===== src/multi_slot_compare_timer_scheduler_defines.svh =====
// Assertion macros used by the scheduler controller.
// Each macro is defined twice: a checking form for simulation and an
// empty form for synthesis.
`ifndef MULTI_SLOT_COMPARE_TIMER_SCHEDULER_DEFINES_SVH
`define MULTI_SLOT_COMPARE_TIMER_SCHEDULER_DEFINES_SVH

`ifndef SYNTHESIS

// A property checked at every rising edge of i_clk outside reset.
`define MSCT_ASSERT(lbl, prop) \
    lbl: assert property (@(posedge i_clk) disable iff (!i_rst_n) prop) \
        else $error("msct assertion failed");

// A condition in one cycle implies another in the following cycle.
`define MSCT_ASSERT_NEXT(lbl, pre, post) \
    `MSCT_ASSERT(lbl, (pre) |=> (post))

`else

`define MSCT_ASSERT(lbl, prop)
`define MSCT_ASSERT_NEXT(lbl, pre, post)

`endif

`endif


===== src/msct_pkg.sv =====
package msct_pkg;

    // Input opcodes.
    localparam logic [1:0] OP_ARM    = 2'd0;
    localparam logic [1:0] OP_DISARM = 2'd1;
    localparam logic [1:0] OP_CMP    = 2'd2;

    // Result kinds.
    localparam logic [1:0] KIND_FIRE = 2'd0;
    localparam logic [1:0] KIND_SUM  = 2'd1;
    localparam logic [1:0] KIND_ACK  = 2'd2;

    // Configuration register indexes.
    localparam logic [1:0] CFG_THRESHOLD   = 2'd0;
    localparam logic [1:0] CFG_MAX_COMPARE = 2'd1;
    localparam logic [1:0] CFG_MIN_LEAD    = 2'd2;

    // Configuration reset values.
    localparam logic [15:0] THRESHOLD_RST   = 16'd0;
    localparam logic [15:0] MAX_COMPARE_RST = 16'hFF00;
    localparam logic [9:0]  MIN_LEAD_RST    = 10'd20;

    // One slot table entry.
    typedef struct packed {
        logic        periodic;
        logic [15:0] tag;
        logic [23:0] reload;
        logic [31:0] remaining;
    } t_slot_ent;

    // Commands from the controller to the datapath.
    typedef struct packed {
        logic capture;     // latch the accepted input item
        logic apply_ack;   // perform arm or disarm and load the acknowledge
        logic scan_rd;     // read one slot into the scan pipeline
        logic run_update;  // settle the running flag after a scan
        logic ld_fire;     // load the next queued fire result
        logic ld_sum;      // load the schedule summary
    } t_dp_cmd;

    // Status from the datapath to the controller.
    typedef struct packed {
        logic out_free;
        logic pipe_busy;
    } t_dp_sts;

endpackage


===== src/msct_ctrl.sv =====
`include "multi_slot_compare_timer_scheduler_defines.svh"

module msct_ctrl
    import msct_pkg::*;
#(
    parameter int SLOTS = 16,
    parameter int IW    = 4,
    parameter int CW    = 5
) (
    input  logic          i_clk,
    input  logic          i_rst_n,
    input  logic          i_in_valid,
    output logic          o_in_ready,
    input  logic [1:0]    i_opcode,
    input  t_dp_sts       i_sts,
    input  logic [CW-1:0] i_fire_cnt,
    output t_dp_cmd       o_cmd,
    output logic [IW-1:0] o_scan_idx,
    output logic [IW-1:0] o_emit_idx
);

    typedef enum logic [5:0] {
        S_IDLE  = 6'b000001,
        S_ACK   = 6'b000010,
        S_SCAN  = 6'b000100,
        S_DRAIN = 6'b001000,
        S_FIRE  = 6'b010000,
        S_SUM   = 6'b100000
    } t_state;

    localparam logic [IW-1:0] LAST_IDX = IW'(SLOTS - 1);

    t_state        r_state, n_state;
    logic [IW-1:0] r_idx, n_idx;
    logic [CW-1:0] r_k, n_k;
    logic [CW-1:0] k_inc;

    assign k_inc = CW'(r_k + 1'b1);

    always_comb begin
        n_state = r_state;
        n_idx   = r_idx;
        n_k     = r_k;
        o_cmd   = '0;
        case (r_state)
            S_IDLE: begin
                if (i_in_valid) begin
                    o_cmd.capture = 1'b1;
                    case (i_opcode)
                        OP_ARM, OP_DISARM: begin
                            n_state = S_ACK;
                        end
                        OP_CMP: begin
                            n_state = S_SCAN;
                            n_idx   = '0;
                        end
                        default: begin
                            n_state = S_IDLE;
                        end
                    endcase
                end
            end
            S_ACK: begin
                if (i_sts.out_free) begin
                    o_cmd.apply_ack = 1'b1;
                    n_state         = S_IDLE;
                end
            end
            S_SCAN: begin
                o_cmd.scan_rd = 1'b1;
                if (r_idx == LAST_IDX) begin
                    n_state = S_DRAIN;
                end else begin
                    n_idx = IW'(r_idx + 1'b1);
                end
            end
            S_DRAIN: begin
                if (!i_sts.pipe_busy) begin
                    o_cmd.run_update = 1'b1;
                    n_k              = '0;
                    n_state          = (i_fire_cnt != '0) ? S_FIRE : S_SUM;
                end
            end
            S_FIRE: begin
                if (i_sts.out_free) begin
                    o_cmd.ld_fire = 1'b1;
                    n_k           = k_inc;
                    if (k_inc == i_fire_cnt) begin
                        n_state = S_SUM;
                    end
                end
            end
            S_SUM: begin
                if (i_sts.out_free) begin
                    o_cmd.ld_sum = 1'b1;
                    n_state      = S_IDLE;
                end
            end
            default: begin
                n_state = S_IDLE;
            end
        endcase
    end

    always_ff @(posedge i_clk) begin
        if (!i_rst_n) begin
            r_state <= S_IDLE;
            r_idx   <= '0;
            r_k     <= '0;
        end else begin
            r_state <= n_state;
            r_idx   <= n_idx;
            r_k     <= n_k;
        end
    end

    assign o_in_ready = (r_state == S_IDLE);
    assign o_scan_idx = r_idx;
    // The fire queue read is registered, so it follows the next index.
    assign o_emit_idx = n_k[IW-1:0];

    `MSCT_ASSERT(a_load_when_free, (o_cmd.apply_ack || o_cmd.ld_fire || o_cmd.ld_sum) |-> i_sts.out_free)
    `MSCT_ASSERT(a_fire_pipe_idle, (r_state == S_FIRE) |-> !i_sts.pipe_busy)
    `MSCT_ASSERT(a_fire_in_count, o_cmd.ld_fire |-> (r_k < i_fire_cnt))
    `MSCT_ASSERT_NEXT(a_scan_ends, (r_state == S_SCAN) && (r_idx == LAST_IDX), r_state == S_DRAIN)

endmodule


===== src/msct_dp.sv =====
module msct_dp
    import msct_pkg::*;
#(
    parameter int SLOTS = 16,
    parameter int IW    = 4,
    parameter int CW    = 5
) (
    input  logic          i_clk,
    input  logic          i_rst_n,
    input  logic          i_cfg_we,
    input  logic [1:0]    i_cfg_addr,
    input  logic [15:0]   i_cfg_wdata,
    input  logic [1:0]    i_opcode,
    input  logic [3:0]    i_slot,
    input  logic [23:0]   i_interval,
    input  logic          i_periodic,
    input  logic [15:0]   i_timer_tag,
    input  logic [15:0]   i_elapsed_reference,
    input  logic [15:0]   i_counter_now,
    input  t_dp_cmd       i_cmd,
    input  logic [IW-1:0] i_scan_idx,
    input  logic [IW-1:0] i_emit_idx,
    output t_dp_sts       o_sts,
    output logic [CW-1:0] o_fire_cnt,
    output logic          o_out_valid,
    input  logic          i_out_ready,
    output logic [1:0]    o_kind,
    output logic [15:0]   o_fired_tag,
    output logic [15:0]   o_next_compare,
    output logic          o_running,
    output logic          o_last
);

    localparam int SW = (IW > 4) ? IW : 4;

    // Configuration.
    logic [15:0] r_thr;
    logic [15:0] r_max;
    logic [9:0]  r_lead;

    // Captured input item.
    logic [1:0]  r_op;
    logic [3:0]  r_slot;
    logic [23:0] r_interval;
    logic        r_periodic;
    logic [15:0] r_tag;
    logic [16:0] r_drop;
    logic [15:0] r_cv;

    // Slot state.
    logic [SLOTS-1:0] r_active;
    logic             r_running;
    t_slot_ent        r_mem [SLOTS];
    t_slot_ent        r_rd_q;
    logic [15:0]      r_fifo [SLOTS];
    logic [15:0]      r_fifo_q;
    logic [CW-1:0]    r_fire_cnt;

    // Scan pipeline.
    logic               r_s1_act;
    logic [IW-1:0]      r_s1_idx;
    logic               r_s2_act;
    logic [IW-1:0]      r_s2_idx;
    t_slot_ent          r_s2_ent;
    logic               r_s3_keep;
    logic [31:0]        r_s3_rem;
    logic signed [31:0] r_best;

    // Output register.
    logic        r_out_valid;
    logic [1:0]  r_kind;
    logic [15:0] r_fired_tag;
    logic [15:0] r_next;
    logic        r_out_run;
    logic        r_last;

    logic [SW-1:0] slot_w;
    logic [IW-1:0] slot_addr;
    logic          in_range;
    logic          is_arm;
    t_slot_ent     arm_ent;
    logic [31:0]   s1_rem;
    t_slot_ent     s1_ent;
    logic          s2_fire;
    logic          s2_keep;
    t_slot_ent     s2_new_ent;
    logic [16:0]   floor_v;
    logic [31:0]   raised;
    logic [15:0]   next_cmp;
    logic          out_free;
    logic          ack_run;

    assign slot_w    = SW'(r_slot);
    assign slot_addr = slot_w[IW-1:0];
    assign in_range  = ({28'd0, r_slot} < 32'(SLOTS));
    assign is_arm    = (r_op == OP_ARM);
    assign ack_run   = (is_arm && in_range) || r_running;

    always_comb begin
        arm_ent.periodic  = r_periodic;
        arm_ent.tag       = r_tag;
        arm_ent.reload    = r_interval;
        arm_ent.remaining = {8'd0, r_interval};
    end

    // Stage one: subtract the elapsed count.
    assign s1_rem = r_rd_q.remaining - {15'd0, r_drop};

    always_comb begin
        s1_ent           = r_rd_q;
        s1_ent.remaining = s1_rem;
    end

    // Stage two: threshold test, reload or free.
    always_comb begin
        s2_fire    = r_s2_act && ($signed(r_s2_ent.remaining) <= $signed({16'd0, r_thr}));
        s2_new_ent = r_s2_ent;
        if (s2_fire && r_s2_ent.periodic) begin
            s2_new_ent.remaining = r_s2_ent.remaining + {8'd0, r_s2_ent.reload};
        end
        s2_keep = r_s2_act && !(s2_fire && !r_s2_ent.periodic);
    end

    // Summary: the minimum never exceeds max_compare since the search starts there.
    always_comb begin
        floor_v  = {1'b0, r_cv} + {7'd0, r_lead};
        raised   = (r_best < $signed({15'd0, floor_v})) ? {15'd0, floor_v} : r_best;
        next_cmp = (|raised[31:16]) ? 16'hFFFF : raised[15:0];
    end

    assign out_free = !r_out_valid || i_out_ready;

    always_ff @(posedge i_clk) begin
        if (!i_rst_n) begin
            r_thr  <= THRESHOLD_RST;
            r_max  <= MAX_COMPARE_RST;
            r_lead <= MIN_LEAD_RST;
        end else if (i_cfg_we) begin
            case (i_cfg_addr)
                CFG_THRESHOLD:   r_thr  <= i_cfg_wdata;
                CFG_MAX_COMPARE: r_max  <= i_cfg_wdata;
                CFG_MIN_LEAD:    r_lead <= i_cfg_wdata[9:0];
                default: begin
                end
            endcase
        end
    end

    always_ff @(posedge i_clk) begin
        if (i_cmd.capture) begin
            r_op       <= i_opcode;
            r_slot     <= i_slot;
            r_interval <= i_interval;
            r_periodic <= i_periodic;
            r_tag      <= i_timer_tag;
            r_drop     <= {1'b0, i_elapsed_reference} + {1'b0, i_counter_now};
            r_cv       <= i_counter_now;
        end
    end

    always_ff @(posedge i_clk) begin
        if (!i_rst_n) begin
            r_active  <= '0;
            r_running <= 1'b0;
        end else begin
            if (i_cmd.apply_ack && in_range) begin
                r_active[slot_addr] <= is_arm;
            end else if (s2_fire && !r_s2_ent.periodic) begin
                r_active[r_s2_idx] <= 1'b0;
            end
            if (i_cmd.apply_ack && in_range && is_arm) begin
                r_running <= 1'b1;
            end else if (i_cmd.run_update && !(|r_active)) begin
                r_running <= 1'b0;
            end
        end
    end

    // Slot table: one write port, one registered read port.
    always_ff @(posedge i_clk) begin
        if (i_cmd.apply_ack && in_range && is_arm) begin
            r_mem[slot_addr] <= arm_ent;
        end else if (r_s2_act) begin
            r_mem[r_s2_idx] <= s2_new_ent;
        end
        if (i_cmd.scan_rd) begin
            r_rd_q <= r_mem[i_scan_idx];
        end
    end

    // Fire queue: tags in ascending slot order.
    always_ff @(posedge i_clk) begin
        if (s2_fire) begin
            r_fifo[r_fire_cnt[IW-1:0]] <= r_s2_ent.tag;
        end
        r_fifo_q <= r_fifo[i_emit_idx];
    end

    always_ff @(posedge i_clk) begin
        if (!i_rst_n) begin
            r_s1_act   <= 1'b0;
            r_s2_act   <= 1'b0;
            r_s3_keep  <= 1'b0;
            r_fire_cnt <= '0;
        end else begin
            r_s1_act  <= i_cmd.scan_rd && r_active[i_scan_idx];
            r_s2_act  <= r_s1_act;
            r_s3_keep <= s2_keep;
            if (i_cmd.capture) begin
                r_fire_cnt <= '0;
            end else if (s2_fire) begin
                r_fire_cnt <= CW'(r_fire_cnt + 1'b1);
            end
        end
    end

    always_ff @(posedge i_clk) begin
        r_s1_idx <= i_scan_idx;
        r_s2_idx <= r_s1_idx;
        r_s2_ent <= s1_ent;
        r_s3_rem <= s2_new_ent.remaining;
        if (i_cmd.capture) begin
            r_best <= $signed({16'd0, r_max});
        end else if (r_s3_keep && ($signed(r_s3_rem) < r_best)) begin
            r_best <= $signed(r_s3_rem);
        end
    end

    always_ff @(posedge i_clk) begin
        if (!i_rst_n) begin
            r_out_valid <= 1'b0;
        end else if (i_cmd.apply_ack || i_cmd.ld_fire || i_cmd.ld_sum) begin
            r_out_valid <= 1'b1;
        end else if (i_out_ready) begin
            r_out_valid <= 1'b0;
        end
    end

    always_ff @(posedge i_clk) begin
        if (i_cmd.apply_ack) begin
            r_kind      <= KIND_ACK;
            r_fired_tag <= 16'd0;
            r_next      <= 16'd0;
            r_out_run   <= ack_run;
            r_last      <= 1'b1;
        end else if (i_cmd.ld_fire) begin
            r_kind      <= KIND_FIRE;
            r_fired_tag <= r_fifo_q;
            r_next      <= 16'd0;
            r_out_run   <= r_running;
            r_last      <= 1'b0;
        end else if (i_cmd.ld_sum) begin
            r_kind      <= KIND_SUM;
            r_fired_tag <= 16'd0;
            r_next      <= r_running ? next_cmp : 16'd0;
            r_out_run   <= r_running;
            r_last      <= 1'b1;
        end
    end

    assign o_sts.out_free   = out_free;
    assign o_sts.pipe_busy  = r_s1_act || r_s2_act || r_s3_keep;
    assign o_fire_cnt       = r_fire_cnt;

    assign o_out_valid    = r_out_valid;
    assign o_kind         = r_kind;
    assign o_fired_tag    = r_fired_tag;
    assign o_next_compare = r_next;
    assign o_running      = r_out_run;
    assign o_last         = r_last;

endmodule


===== src/multi_slot_compare_timer_scheduler.sv =====
// Channel   Direction  Handshake                    Payload
// in        input      i_in_valid / o_in_ready      opcode, slot, interval, periodic,
//                                                   timer_tag, elapsed_reference,
//                                                   counter_now
// out       output     o_out_valid / i_out_ready    kind, fired_tag, next_compare,
//                                                   running, last
// cfg       input      i_cfg_we (no wait)           i_cfg_addr, i_cfg_wdata
//
// An arm or disarm item is accepted, then the table update and the acknowledge
// load follow once the output register is free. For a compare item the scan
// reads one slot per cycle from the slot table through a three stage pipeline,
// then the fired tags are emitted one per cycle from the fire queue while the
// output is not stalled, then the summary.
// Reset is synchronous and active low; it clears all slots and the running flag.
// A stalled output holds the block in place; the next item is accepted once
// the last result of the current one sits in the output register.
module multi_slot_compare_timer_scheduler
    import msct_pkg::*;
#(
    parameter int SLOTS = 16
) (
    input  logic        i_clk,
    input  logic        i_rst_n,
    input  logic        i_cfg_we,
    input  logic [1:0]  i_cfg_addr,
    input  logic [15:0] i_cfg_wdata,
    input  logic        i_in_valid,
    output logic        o_in_ready,
    input  logic [1:0]  i_opcode,
    input  logic [3:0]  i_slot,
    input  logic [23:0] i_interval,
    input  logic        i_periodic,
    input  logic [15:0] i_timer_tag,
    input  logic [15:0] i_elapsed_reference,
    input  logic [15:0] i_counter_now,
    output logic        o_out_valid,
    input  logic        i_out_ready,
    output logic [1:0]  o_kind,
    output logic [15:0] o_fired_tag,
    output logic [15:0] o_next_compare,
    output logic        o_running,
    output logic        o_last
);

    // Slot index width, and fire count width which must also hold SLOTS itself.
    localparam int IW = (SLOTS > 1) ? $clog2(SLOTS) : 1;
    localparam int CW = $clog2(SLOTS + 1);

    t_dp_cmd       cmd;
    t_dp_sts       sts;
    logic [CW-1:0] fire_cnt;
    logic [IW-1:0] scan_idx;
    logic [IW-1:0] emit_idx;

    // The controller sequences the scan, the fire emission and the summary.
    msct_ctrl #(
        .SLOTS (SLOTS),
        .IW    (IW),
        .CW    (CW)
    ) u_ctrl (
        .i_clk      (i_clk),
        .i_rst_n    (i_rst_n),
        .i_in_valid (i_in_valid),
        .o_in_ready (o_in_ready),
        .i_opcode   (i_opcode),
        .i_sts      (sts),
        .i_fire_cnt (fire_cnt),
        .o_cmd      (cmd),
        .o_scan_idx (scan_idx),
        .o_emit_idx (emit_idx)
    );

    // The datapath holds the slot table, the fire queue, the countdown
    // pipeline, the configuration and the output register.
    msct_dp #(
        .SLOTS (SLOTS),
        .IW    (IW),
        .CW    (CW)
    ) u_dp (
        .i_clk               (i_clk),
        .i_rst_n             (i_rst_n),
        .i_cfg_we            (i_cfg_we),
        .i_cfg_addr          (i_cfg_addr),
        .i_cfg_wdata         (i_cfg_wdata),
        .i_opcode            (i_opcode),
        .i_slot              (i_slot),
        .i_interval          (i_interval),
        .i_periodic          (i_periodic),
        .i_timer_tag         (i_timer_tag),
        .i_elapsed_reference (i_elapsed_reference),
        .i_counter_now       (i_counter_now),
        .i_cmd               (cmd),
        .i_scan_idx          (scan_idx),
        .i_emit_idx          (emit_idx),
        .o_sts               (sts),
        .o_fire_cnt          (fire_cnt),
        .o_out_valid         (o_out_valid),
        .i_out_ready         (i_out_ready),
        .o_kind              (o_kind),
        .o_fired_tag         (o_fired_tag),
        .o_next_compare      (o_next_compare),
        .o_running           (o_running),
        .o_last              (o_last)
    );

endmodule


===== config.mk =====
export PLATFORM = sky130hd
export DESIGN_NAME = multi_slot_compare_timer_scheduler
export DESIGN_NICKNAME = d
export VERILOG_FILES = /design/src/msct_pkg.sv /design/src/msct_ctrl.sv /design/src/msct_dp.sv /design/src/multi_slot_compare_timer_scheduler.sv
export VERILOG_INCLUDE_DIRS = /design/src /design/src/src
export SDC_FILE = /design/constraint.sdc
export NUM_CORES = 2
export LEC_CHECK = 0
export ABC_AREA = 0
export BUFFER_PORTS_ARGS = -buffer_cell sky130_fd_sc_hd__buf_2
export CELL_PAD_IN_SITES_DETAIL_PLACEMENT = 1
export CELL_PAD_IN_SITES_GLOBAL_PLACEMENT = 1
export CORE_MARGIN = 2
export CORE_UTILIZATION = 49
export DETAILED_ROUTE_END_ITERATION = 12
export MAX_ROUTING_LAYER = met4
export PLACE_DENSITY = 0.76
export SYNTH_ARGS = -nofsm -noshare
export SYNTH_HDL_FRONTEND = slang
export SYNTH_SLANG_ARGS = --single-unit

===== constraint.sdc =====
create_clock -name i_clk -period 5.75 [get_ports i_clk]
set_input_delay 0.575 -clock i_clk [delete_from_list [all_inputs] [get_ports i_clk]]
set_output_delay 0.575 -clock i_clk [all_outputs]
set_load 0.01 [all_outputs]

# == After elaboration in Yosys (flattened, before gate mapping) ==
# Memories as Yosys holds them, arrays and structs flattened. A register that Yosys moved wholly into a read port is not among the register bits.
# Index checks and enable logic that the tools add are counted.
# totals
ff_bits,344
ram_bits,1424
inputBits,102
n_memories,2
# op_classes
n_addsub,7
order_cmp,8
eq_ne,20
n_mux,63
bitwise_logic,3
reduce_logical,45
# memory_table
name,depth,word_bits,rd,rd_ports_with_merged_regs,write_ports,line,source
u_dp.r_mem,16,73,1,1,1,msct_dp.sv:53,t_slot_ent r_mem [SLOTS];
u_dp.r_fifo,16,16,1,1,1,msct_dp.sv:55,logic [15:0] r_fifo [SLOTS];
# ops
operator,count
16-bit two-way mux,8
73-bit two-way mux,1
73-bit OR reduction,1
32-bit two-way mux,2
6-bit two-way mux,7
32-bit by 24-bit adder with 32-bit output,1
32-bit by 17-bit <= comparator with 1-bit output,1
32-bit by 18-bit less-than comparator with 1-bit output,1
32-bit less-than comparator,1
16-bit OR reduction,2
32-bit by 17-bit subtractor with 32-bit output,1
6-bit case mux with 5 select lines,1
1-bit two-way mux,29
16-bit by 10-bit adder with 17-bit output,1
16-bit by 16-bit adder with 17-bit output,1
16-bit AND,1
16-bit bitwise mux,1
4-bit two-way mux,4
16-bit inverter,1
"4-bit by 5-bit less-than comparator with 1-bit output, second input constant",3
2-bit nonzero test,7
"5-bit by 1-bit adder with 5-bit output, second input constant",2
1-bit logical AND,10
5-bit two-way mux,2
other kinds (31),57

# == Longest topological paths before layout ==
# depth
ltp_word,9
ltp_mapped,25
ltp_nobuf,23

# == Hierarchy ==
# A second synthesis with hierarchy kept.
# hier_totals
hier_cells,3961
hier_area_um2,73543.0
# by_module_without_submodules
module,n_inst,cells_each,area_per_inst_um2,seq_area_each_um2
msct_dp,1,3831,72493.3,52830.7
msct_ctrl,1,130,1049.8,300.3

# == Least setup slack after synthesis ==
# Ideal clock, no wire load.
# synth_path
path_type,in2reg
from,input port i_out_ready
to,"memory u_dp.r_mem[3][0] in the netlist's numbering, enable pin"
setup_time_ps,505
arrival_time_ps,5056
required_ps,5245
setup_slack_ps,189
cell_stages,9
path_buffers,1
path_cell_list,nand2b_1 and2_1 nand3_1 nor3_2 nor2_1 clkbuf_1 nor3_1 a21oi_1 nor2_1
# synth_between
elab_chain_cells,8
# synth_lines
element,line,source
start: declaration,multi_slot_compare_timer_scheduler.sv:37,"input logic i_out_ready,"
1-bit logical OR *,msct_dp.sv:131,assign out_free = !r_out_valid || i_out_ready;
1-bit two-way mux *,msct_ctrl.sv:64,if (i_sts.out_free) begin
1-bit two-way mux *,msct_ctrl.sv:45,case (r_state)
1-bit logical AND *,msct_dp.sv:181,if (i_cmd.apply_ack && in_range && is_arm) begin
1-bit two-way mux,msct_dp.sv:181,
1-bit two-way mux (implied by the code),msct_dp.sv:184,r_mem[r_s2_idx] <= s2_new_ent;
73-bit OR reduction (no source line),-,
4-bit two-way mux (no source line) / 1-bit two-way mux (equally long branches),-,
end: declaration,msct_dp.sv:53,
# Mark *: on every way between the ends. The rest lies on a longest branch, timed or not.

# == Worst setup path in the final report ==
# layout_path
from,register u_dp.r_cv[0]
to,"register u_dp.r_next[8], in the netlist u_dp.o_next_compare[8]"
# layout_between
elab_chain_cells,6
# layout_lines
element,line,source
start: declaration,msct_dp.sv:48,logic [15:0] r_cv;
start signal: assignment,msct_dp.sv:157,r_cv <= i_counter_now;
16-bit by 10-bit adder with 17-bit output *,msct_dp.sv:126,"floor_v = {1'b0, r_cv} + {7'd0, r_lead};"
32-bit by 18-bit less-than comparator with 1-bit output,msct_dp.sv:127,"raised = (r_best < $signed({15'd0, floor_v})) ? {15'd0, floor_v} : r_best;"
32-bit two-way mux *,msct_dp.sv:127,
16-bit OR reduction,msct_dp.sv:128,next_cmp = (|raised[31:16]) ? 16'hFFFF : raised[15:0];
16-bit two-way mux *,msct_dp.sv:128,
16-bit two-way mux *,msct_dp.sv:255,r_next <= r_running ? next_cmp : 16'd0;
end signal: assignment,msct_dp.sv:255,
end: declaration,msct_dp.sv:73,logic [15:0] r_next;
# Marks and branches as above.
# A chain may end at the register's enable or synchronous reset.

==> impl_summary.txt <==
----------------------------------------------------
[Outcome]
  Result of the run ... finished, final reports clean

[Die]
  Chip height ... 391.5 µm
  Effective utilization at floorplan ... 49.23%
  Die Width ... 391.5 µm
  Number of I/O pins ... 140
  Std-Cell Rows ... 142
  Core Area ... 149400 µm²
  Area of the die ... 153200 µm²

[Setup path]
  Type of origin of the critical path ... flop
  Total buffers and inverters traversed by the critical path ... 1
  Cell family with most CP delay ... compound AO/OA/AOI/OAI gates
  Arrival time worst endpoint ... 5.96 ns
  Register-to-Register Setup Slack ... 0.56 ns
  Largest stage delay on the critical path ... 0.52 ns
  Critical Path Fanout Max ... 19
  Worst Setup End Kind ... flop
  Cell chain of the critical path ... ha_1 > inv_1 > fa_1 > nor2b_1 > o31a_1 > o31ai_1 > a21oi_1 > o211ai_1 > xor2_1 > ha_1 > a21o_1 > a21oi_1 > nor2_1 > nor4_1 > o31ai_1 > a21oi_1 > ha_1 > nand3_1 > o21ai_1 > o211ai_1 > a21oi_1
  CP dominant cell by count ... a21oi_1
  WP data required ... 6.52 ns
  Setup CP Type ... flop to flop
  Slowest stage cell, crit path ... ha_1

[Layout]
  Non-filler instance count after layout ... 6567
  Share of final-layout standard cells stronger than drive strength 1 ... 22.66%
  Layout overhead on the synthesized area ... 14.68%
  Count of nets after finishing ... 4631
  Finished layout cell area ... 84360 µm²

[Clock tree]
  Number of buffers on the longest clock path ... 3
  Post-CTS Resized ... 0
  Clock H-tree levels ... 4
  CTS tree ... built
  Clock transition at the registers of the reported paths ... 0.06 ns
  Clock buffer count from CTS ... 183
  Root buf cell ... clkbuf_16
  Clock Latency Late Sink ... 0.85 ns
  Number of clock sinks seen by CTS ... 1857

[STA]
  Worst hold slack across all endpoints ... 0.07094 ns
  Number of setup violations in the final report ... 0
  Maximum frequency from static timing analysis ... 192.7 MHz
  Final min period ... 5.189 ns
  RSZ-0062 raised after global routing ... false
  Max-slew headroom ... 15.84%
  Worst-margin pin slew ... 1.259 ns
  Post-route setup TNS ... 0 ns
  Number of pins exceeding their max-slew limit in the final report ... 0
  Final Hold Fails ... 0
  Fraction of the cycle the final worst path needs ... 90.25%
  Post-Route Skew ... 0.06242 ns

[Place]
  Placed Area ... 77370 µm²
  Detailed placement HPWL ... 114100 µm
  Placed cells ... 6142
  Port buffer count ... 139
  Routability-driven placement congestion ratio ... 0.8816

[Logic synthesis]
  Count of state elements after synthesis ... 1857
  Syn avg cell area ... 18.12 µm²
  Post-synthesis adder-cell area fraction ... 2.439%
  Largest cells by area after synthesis ... edfxtp_1 65%, mux4_2 13%, dfxtp_1 7.2%, ha_1 2.3%, nand2_1 2.0%
  Synth area leader ... edfxtp_1
  Number of cells produced by synthesis ... 4060
  Post-synthesis compound-gate area fraction ... 3.953%
  Number of flops mapped to enable cells by yosys ... 1594
  Dominant combinational cell family by area after synthesis ... multiplexers
  Post-Syn Area ... 73560 µm²
  Post-synth top area share ... 65.07%
  Synth Warn # ... 0
  Share of the yosys chip area belonging to registers ... 72.23%
  Mux contribution to synthesized area ... 13.74%
  Most frequently used flop master after synthesis ... edfxtp_1
  Share of async-settable or async-resettable flops after synthesis ... 0%
  Xor and xnor fraction of the mapped netlist area ... 1.119%
  Post-synth top cells ... 1594 x edfxtp_1, 434 x mux4_2, 391 x nand2_1
  Post-synthesis simple-gate area fraction ... 5.063%
  Most used standard cell by instance count after synthesis ... edfxtp_1
  Count of different cell masters after synthesis ... 80
  Synthesized netlist net count ... 4303

[Global route]
  Global-route usage over all layers ... 25.78%
  Antenna violations before repair ... 5
  Maximum number of pins on one net before global-route repair ... 80
  Number of global-route vias before repair ... 41690
  Wire length of the first global-routing pass ... 280600 µm
  Total congestion overflow ... 0

[Pwr]
  Relative contribution of combinational cells to total power ... 15.0%
  P_int ... 24.72 mW
  Switching Share ... 26.57%
  Power density cells ... 399.1 nW/µm²
  Peak supply drop ... 0.3111 mV
  Clock share of power ... 36.4%
  Static Leak ... 27.76 nW
  Total Power ... 33.67 mW
  Sequential share of power ... 48.5%
  Net load switching power ... 8.945 mW

[Drt]
  Per-cell via count in the routed design ... 6.034
  Routed wire length ... 188400 µm
  DR pass1 iterations ... 5
  Number of DRC violations after detailed-routing iteration 0 ... 3701
  Average routed wire per standard cell ... 28.69 µm
  Post-route antenna net violation count ... 0
  Remaining design rule violation count ... 0
  Number of vias after detailed routing ... 39630

[Worst hold path]
  Worst hold path class ... input pin to flop

[Job]
  Number of maximum-capacitance constraint violations ... 0

----------------------------------------------------
[worst paths after layout]
path                                  startpoint                endpoint  depth (start not counted)
worst max-delay path                u_dp.r_cv[0]  u_dp.o_next_compare[8]                         21
worst min-delay path             i_cfg_wdata[14]          u_dp.r_max[14]                          3
worst max register to register      u_dp.r_cv[0]  u_dp.o_next_compare[8]                         21
worst min register to register  u_dp.r_s1_idx[3]        u_dp.r_s2_idx[3]                          0
[cell usage in the layout (no fill, tap or decap), types with 44 or more instances in the layout]
master	count
xnor2_1	60
ha_1	137
edfxtp_1	1594
nand3_1	86
buf_2	139
inv_1	94
a21oi_1	85
dlygate4sd3_1	77
dfxtp_1	259
nand2_1	390
buf_4	70
mux4_2	434
o21ai_0	44
nor2_1	118
clkbuf_16	184
[cells by family (layout without fill, tap and decap cells)]
family                     Yosys count  count (layout)
other                                0               6
adders and majority gates          141             141
DFF                               1857            1857
xor gates and xnor gates            94              94
AOI/OAI and AO/OA                  423             423
muxes                              466             466
buffers and inverters              266             751
and+or+nand+nor                    813             813
[registers in the layout, indices dropped and copies added, names as in the netlist, 17 cells and up]
signal	flops
u_dp.r_s3_rem	32
u_dp.r_s2_ent	73
u_dp.r_mem	1168
u_dp.r_drop	17
u_dp.r_rd_q	73
u_dp.r_interval	24
u_dp.r_fifo	256
u_dp.r_best	32
[layer usage]
| layer | share of wire (%) | wire length [µm] | GRT usage (%) |
|---|---|---|---|
| met1 | 43 | 81100 | 36.20 |
| met3 | 6.7 | 12620 | 3.628 |
| met2 | 48 | 90560 | 40.10 |
| met5 | 0 | 0 | - |
| met4 | 2.2 | 4098 | 6.655 |
[timing repair]
action / 4_1_cts / 5_1_grt
hold buffers: 77 / 0
endpoints found under the hold margin: 80 / 0
buffers inserted: 0 / 0
[power groups by stage]
stage | registers, mW | clock network, mW | logic (mW)
finish | 16.3 | 12.3 | 5.06
global route | 16.4 | 12.9 | 5.59
CTS | 16.3 | 12.4 | 5.09
detailed placement | 16.6 | 0 | 4.99
global placement | 16.6 | 0 | 4.82
floorplan | 16.3 | 0 | 3.54
[layout make-up]
type	instances	area (µm²)
antenna	6	15.01
multi-input combinational	1937	19560
clock inverter	111	1320
inverter	95	361.6
clock buffer	231	4891
fill	13340	65060
sequential	1857	53150
tap	2016	2522
timing repair buffer	314	2552
[through the flow]
stage,setup WS (ns),util (%)
final,0.5606,56.46
after floorplan,0.1891,-
after global routing,0.08869,56.46
after CTS,0.5503,56.45
after global placement,0.7579,51.78
after detailed placement,0.5945,51.78
[worst min-delay path, delay by kind of cell]
kind / cells / cell delay, ns
buffers and inverters: 1 / 0.15
and+or+nand+nor: 2 / 0.16
(Power assumes the default switching activity.)
